File: config.mk
export PLATFORM = sky130hd
export DESIGN_NAME = hcbp_ctrl
export DESIGN_NICKNAME = d
export VERILOG_FILES = /design/src/hw/rtl/hcbp_pkg.sv /design/src/hw/rtl/hcbp_ctrl.sv
export SDC_FILE = /design/constraint.sdc
export NUM_CORES = 1
export LEC_CHECK = 0
export BUFFER_PORTS_ARGS = -buffer_cell sky130_fd_sc_hd__buf_2
export CAP_MARGIN = 0
export CORE_AREA = 2 2 39 41
export DETAILED_ROUTE_END_ITERATION = 10
export DIE_AREA = 0 0 41 43
export PLACE_DENSITY_LB_ADDON = 0.15
export SETUP_SLACK_MARGIN = 0.02
export SLEW_MARGIN = 20
export SYNTH_ARGS = -nofsm -noshare
export SYNTH_HDL_FRONTEND = slang
export SYNTH_SLANG_ARGS = --single-unit
File: constraint.sdc
create_clock -name clk -period 3.3 [get_ports clk]
set_clock_uncertainty 0.2 [all_clocks]
set_input_delay 0.66 -clock clk [delete_from_list [all_inputs] [get_ports clk]]
set_output_delay 0.66 -clock clk [all_outputs]
set_load 0.1 [all_outputs]
File: src/hw/rtl/hcbp_pkg.sv
`timescale 1ns / 1ps

package hcbp_pkg;

    // Table geometry
    localparam int NUM_SYMBOLS  = 256;
    localparam int MAX_CODE_LEN = 32;
    localparam int SYM_W        = (NUM_SYMBOLS > 1) ? $clog2(NUM_SYMBOLS) : 1;

    // Field widths
    localparam int CMD_W   = 2;
    localparam int SYMIN_W = 8;
    localparam int LEN_W   = 6;
    localparam int CODE_W  = 32;
    localparam int BYTE_W  = 8;
    localparam int VB_W    = 4;
    localparam int CNT_W   = 32;

    // Packer widths: a pending byte plus one longest code
    localparam int ACC_W   = BYTE_W + CODE_W;
    localparam int TOT_W   = 6;
    localparam int ENTRY_W = LEN_W + CODE_W;

    localparam int BYTE_BITS = 8;

    // Stored code length saturates here
    localparam logic [LEN_W-1:0] LEN_CAP =
        LEN_W'((MAX_CODE_LEN < CODE_W) ? MAX_CODE_LEN : CODE_W);

    typedef enum logic [CMD_W-1:0] {
        CMD_LOAD   = 2'd0,
        CMD_ENCODE = 2'd1,
        CMD_FLUSH  = 2'd2
    } cmd_code_t;

    // Controller to datapath
    typedef struct packed {
        logic load;
        logic lookup;
        logic merge;
        logic emit;
        logic flush;
    } dp_cmd_t;

    // Datapath to controller
    typedef struct packed {
        logic code_empty;
        logic have_byte;
        logic last_byte;
    } dp_stat_t;

endpackage

File: src/hw/rtl/hcbp_ctrl.sv
`timescale 1ns / 1ps

module hcbp_ctrl
    import hcbp_pkg::*;
(
    input  logic             clk,
    input  logic             rst_n,
    input  logic             start,
    input  logic [CMD_W-1:0] command,
    input  dp_stat_t         dp_stat,
    output dp_cmd_t          dp_cmd,
    output logic             busy
);

    typedef enum logic [1:0] {
        ST_IDLE,
        ST_LOOKUP,
        ST_EMIT
    } state_t;

    state_t state_reg;
    state_t state_next;

    // Decode commands and sequence one encode
    always_comb
    begin
        dp_cmd     = '0;
        state_next = state_reg;
        case (state_reg)
            ST_IDLE:
            begin
                if (start)
                begin
                    case (command)
                        CMD_LOAD:   dp_cmd.load = 1'b1;
                        CMD_ENCODE:
                        begin
                            dp_cmd.lookup = 1'b1;
                            state_next    = ST_LOOKUP;
                        end
                        CMD_FLUSH:  dp_cmd.flush = 1'b1;
                        default:    dp_cmd = '0;
                    endcase
                end
            end
            ST_LOOKUP:
            begin
                if (dp_stat.code_empty)
                begin
                    state_next = ST_IDLE;
                end
                else
                begin
                    dp_cmd.merge = 1'b1;
                    state_next   = ST_EMIT;
                end
            end
            ST_EMIT:
            begin
                if (dp_stat.have_byte)
                begin
                    dp_cmd.emit = 1'b1;
                    if (dp_stat.last_byte)
                    begin
                        state_next = ST_IDLE;
                    end
                end
                else
                begin
                    state_next = ST_IDLE;
                end
            end
            default: state_next = ST_IDLE;
        endcase
    end

    // Hold state
    always_ff @(posedge clk or negedge rst_n)
    begin
        if (!rst_n)
        begin
            state_reg <= ST_IDLE;
        end
        else
        begin
            state_reg <= state_next;
        end
    end

    assign busy = (state_reg != ST_IDLE);

endmodule

; ---- Word level (Yosys, flattened, before mapping)
; Cells that the tools add are included.
[totals]
ff_bits = 2
inputBits = 8
[classes]
n_eq_ne = 7
mux = 16
n_reduce_logical = 4
[op_table]
columns = operator, n
row1 = 2-bit two-way mux, 6
row2 = 1-bit two-way mux, 6
row3 = 2-bit case mux with 3 select lines, 1
row4 = 5-bit two-way mux, 1
row5 = "2-bit by 1-bit equality test with 1-bit output, second input constant", 2
row6 = "2-bit equality test, second input constant", 2
row7 = 2-bit logical NOT, 2
row8 = 1-bit case mux with 2 select lines, 2
row9 = "3-bit != test, second input constant", 1
row10 = 3-bit AND reduction, 1
row11 = "2-bit by 1-bit != test with 1-bit output, second input constant", 1
row12 = "2-bit != test, second input constant", 1
row13 = 2-bit nonzero test, 1

; ---- Logic depth before layout (Yosys ltp)
[logic_depth]
ltp_word = 4
ltp_mapped = 2

; ---- Least setup slack after synthesis
; OpenSTA, ideal clock, no wires.
[synth_path]
path_type = input to output
start = input port start
end = output port dp_cmd[4] in the netlist's numbering
path_stages = 1
n_path_buf = 0
required_ns = 2.440
t_arrival_ns = 1.773
path_slack_ns = 0.667
path_cell_list = nor4bb_4
[synth_via]
elab_chain_cells = 2
[synth_rtl]
columns = item, line_no
row1 = start: declaration, hcbp_ctrl.sv:8  ; input logic start,
row2 = 5-bit two-way mux, hcbp_ctrl.sv:32  ; if (start)
row3 = 2-bit two-way mux, hcbp_ctrl.sv:29  ; case (state_reg)
row4 = end: declaration, hcbp_ctrl.sv:11  ; output dp_cmd_t dp_cmd,
; No other way between the ends.

==> impl_metrics.csv <==
group,metric,value,unit
finish,stdcell_area,272,um2
sta,fin_crit_sh,71.7,%
worst_hold_path,min_path_type,"reg2reg",
sta,slew_headroom,67.7,%
synth,synth.distinct_cells,10,
worst_setup_path,crit_required,2.44,ns
power_and_ir_drop,p_int,76.5,uW
route,drt_iter0_drc,2,
worst_setup_path,rr_endpoint,"state_reg[0]",
job,maxCapViolations,0,
finish,largest_register_ffs,2,
worst_setup_path,critical_path.cell_chain,"buf_2 > nor4bb_4 > buf_2",
floorplan,dieWidth,41,um
route,wl_per_cell,9.42,um
clocking,cts-root-buf,"clkbuf_4",
power_and_ir_drop,power_leakage,0.000167,uW
synth,syn-num-nets,21,
clocking,clock_latency,0.22,ns
sta,worst_pin_slew,0.489,ns
finish,instances_no_fill,45,
worst_setup_path,rrSetupSlack,2.22,ns
power_and_ir_drop,ir_drop,0.0960,mV
grt,grt_pass1_vias,172,
finish,final_cell_mix,"buf_2, and4b_1, clkbuf_4, dfrtp_1",
clocking,cts-buffers-inserted,3,
clocking,cts_tree,"yes",
clocking,post_cts_resized,0,
sta,rsz0062_at_grt,"false",
worst_setup_path,start_kind,"input pin",
finish,fill_cells,161,
placed_design,port_buffers,13,
sta,final_hold_viol_count,0,
sta,setup_tns,0,ns
finish,syn_to_final_growth,68.2,%
power_and_ir_drop,power_frac_clock,44.7,%
floorplan,io_pins,14,
sta,setup_viol,0,
power_and_ir_drop,p_sw,43.5,uW
finish,finish.utilization,19.6,%
route,wirelength,424,um
floorplan,die_area,1760,um2
placed_design,dp_cells,41,
finish,final_common_cell,"buf_2",
grt,grt_max_degree,6,
synth,syn_inst,13,
finish,antennaDiodeCount,0,
clocking,numClockSinks,2,
route,postRouteAntennaNets,0,
worst_setup_path,path_class,"in2out",
route,drc_errors,0,
worst_setup_path,r2r_start,"state_reg[1]",
floorplan,initial_core_util,11.7,%
worst_setup_path,rr_worst_depth,2,
worst_setup_path,slowest_delay,0.46,ns
synth,ys_seq_area_share,31.0,%
run_status,status,"completed",
floorplan,rows,14,
clocking,cts_hold_buf,0,
placed_design,gp_congestion,0.629,
grt,grtUsageTotal,7.03,%
synth,ys_warn_count,0,
clocking,cts_buffer_depth,2,
sta,min_period,2.37,ns
power_and_ir_drop,pwr_density_cell,442,nW/um2
power_and_ir_drop,p_seq_share,22.3,%
placed_design,placed_cell_area,239,um2
worst_hold_path,hp-start,"state_reg[1]",
floorplan,core-area,1380,um2
synth,synth-seq-cells,2,
worst_setup_path,end_kind,"output port",
floorplan,die_h,43,um
route,drtPass1Iterations,2,
synth,avgSynthCellArea,12.4,um2
finish,multiInputGateArea,100,um2
worst_setup_path,cp_max_fo,4,
clocking,cts_setup_buffers,0,
clocking,htree_levels,1,
worst_setup_path,cp_slowest_cell,"buf_2",
worst_setup_path,cp.arrival,1.51,ns
finish,register_area,50.0,um2
worst_setup_path,path_common_cell,"buf_2",
worst_setup_path,cp_top_family,"buffers and inverters",
grt,grt_overflow_total,0,
finish,drive_above_1_share,72.4,%
power_and_ir_drop,power.share.switching,36.2,%
worst_hold_path,min_to,"state_reg[1]",
sta,drv_slew,0,
finish,nets,39,
grt,grt_pass1_wl,676,um
grt,antenna_found_initial,0,
power_and_ir_drop,p_total,120,uW
worst_setup_path,cp-startpoint,"command[0]",
route,vias,168,
synth,syn-cell-area,161,um2
worst_setup_path,path_buf_inv,2,
route,routed_via_density,3.73,
worst_hold_path,holdPathStages,1,
power_and_ir_drop,comb_power_share,33.0,%
sta,fmax,0.422,GHz
clocking,clk_pin_slew,0.03,ns
==> cells by family (layout without fill, tap and decap cells) <==
group	Yosys count	count (layout)	share of synthesized area [%]
AOI/OAI and AO/OA	1	1	5.43
buffers and inverters	2	18	6.98
DFF	2	2	31.0
and+or+nand+nor	8	8	56.6
==> synth_stat cells <==
cell type	n	share of area, %
a21o_2	1	5.4
and3b_2	1	6.2
and4b_1	3	19
buf_4	1	4.7
dfrtp_1	2	31
inv_1	1	2.3
nor2_2	1	3.9
nor3b_1	1	4.7
nor3b_2	1	7.8
nor4bb_4	1	16
==> how the worst max path moves through the flow <==
stage	end	cells past startpoint
after floorplan	dp_cmd[4]	1
after global placement	dp_cmd[4]	3
after detailed placement	dp_cmd[4]	3
after CTS	dp_cmd[4]	3
after global routing	dp_cmd[4]	3
final	dp_cmd[4]	3
==> routing by layer <==
layer  vias up  GRT usage, %  share of wire, %
met5         -             0                 0
li1         83             -                 -
met2        13          7.81                48
met1        72          6.43                37
met3         0          5.24                15
met4         0          10.0                 0
==> through the flow <==
step	hold slack, ns	worst slack, ns
5_1_grt	0.399	0.816
3_3_place_gp	0.247	0.940
3_5_place_dp	0.246	0.930
6_report	0.366	0.933
2_1_floorplan	0.164	0.667
4_1_cts	0.00108	0.902
==> final cells by class <==
type,count,share of cell area [%]
clock buffer,3,8.29
inverter,1,1.38
multi-input combinational,9,36.9
sequential,2,18.4
tap,16,7.37
timing repair buffer,14,27.6
==> power by group through the flow <==
stage | registers (uW) | logic, uW | clock network [uW]
detailed placement | 27.0 | 39.1 | 0
global route | 26.8 | 41.9 | 63.0
finish | 26.7 | 39.6 | 53.6
CTS | 26.7 | 39.1 | 58.6
floorplan | 26.8 | 29.7 | 0
global placement | 27.0 | 38.5 | 0
Power figures use the tool's default switching activity.
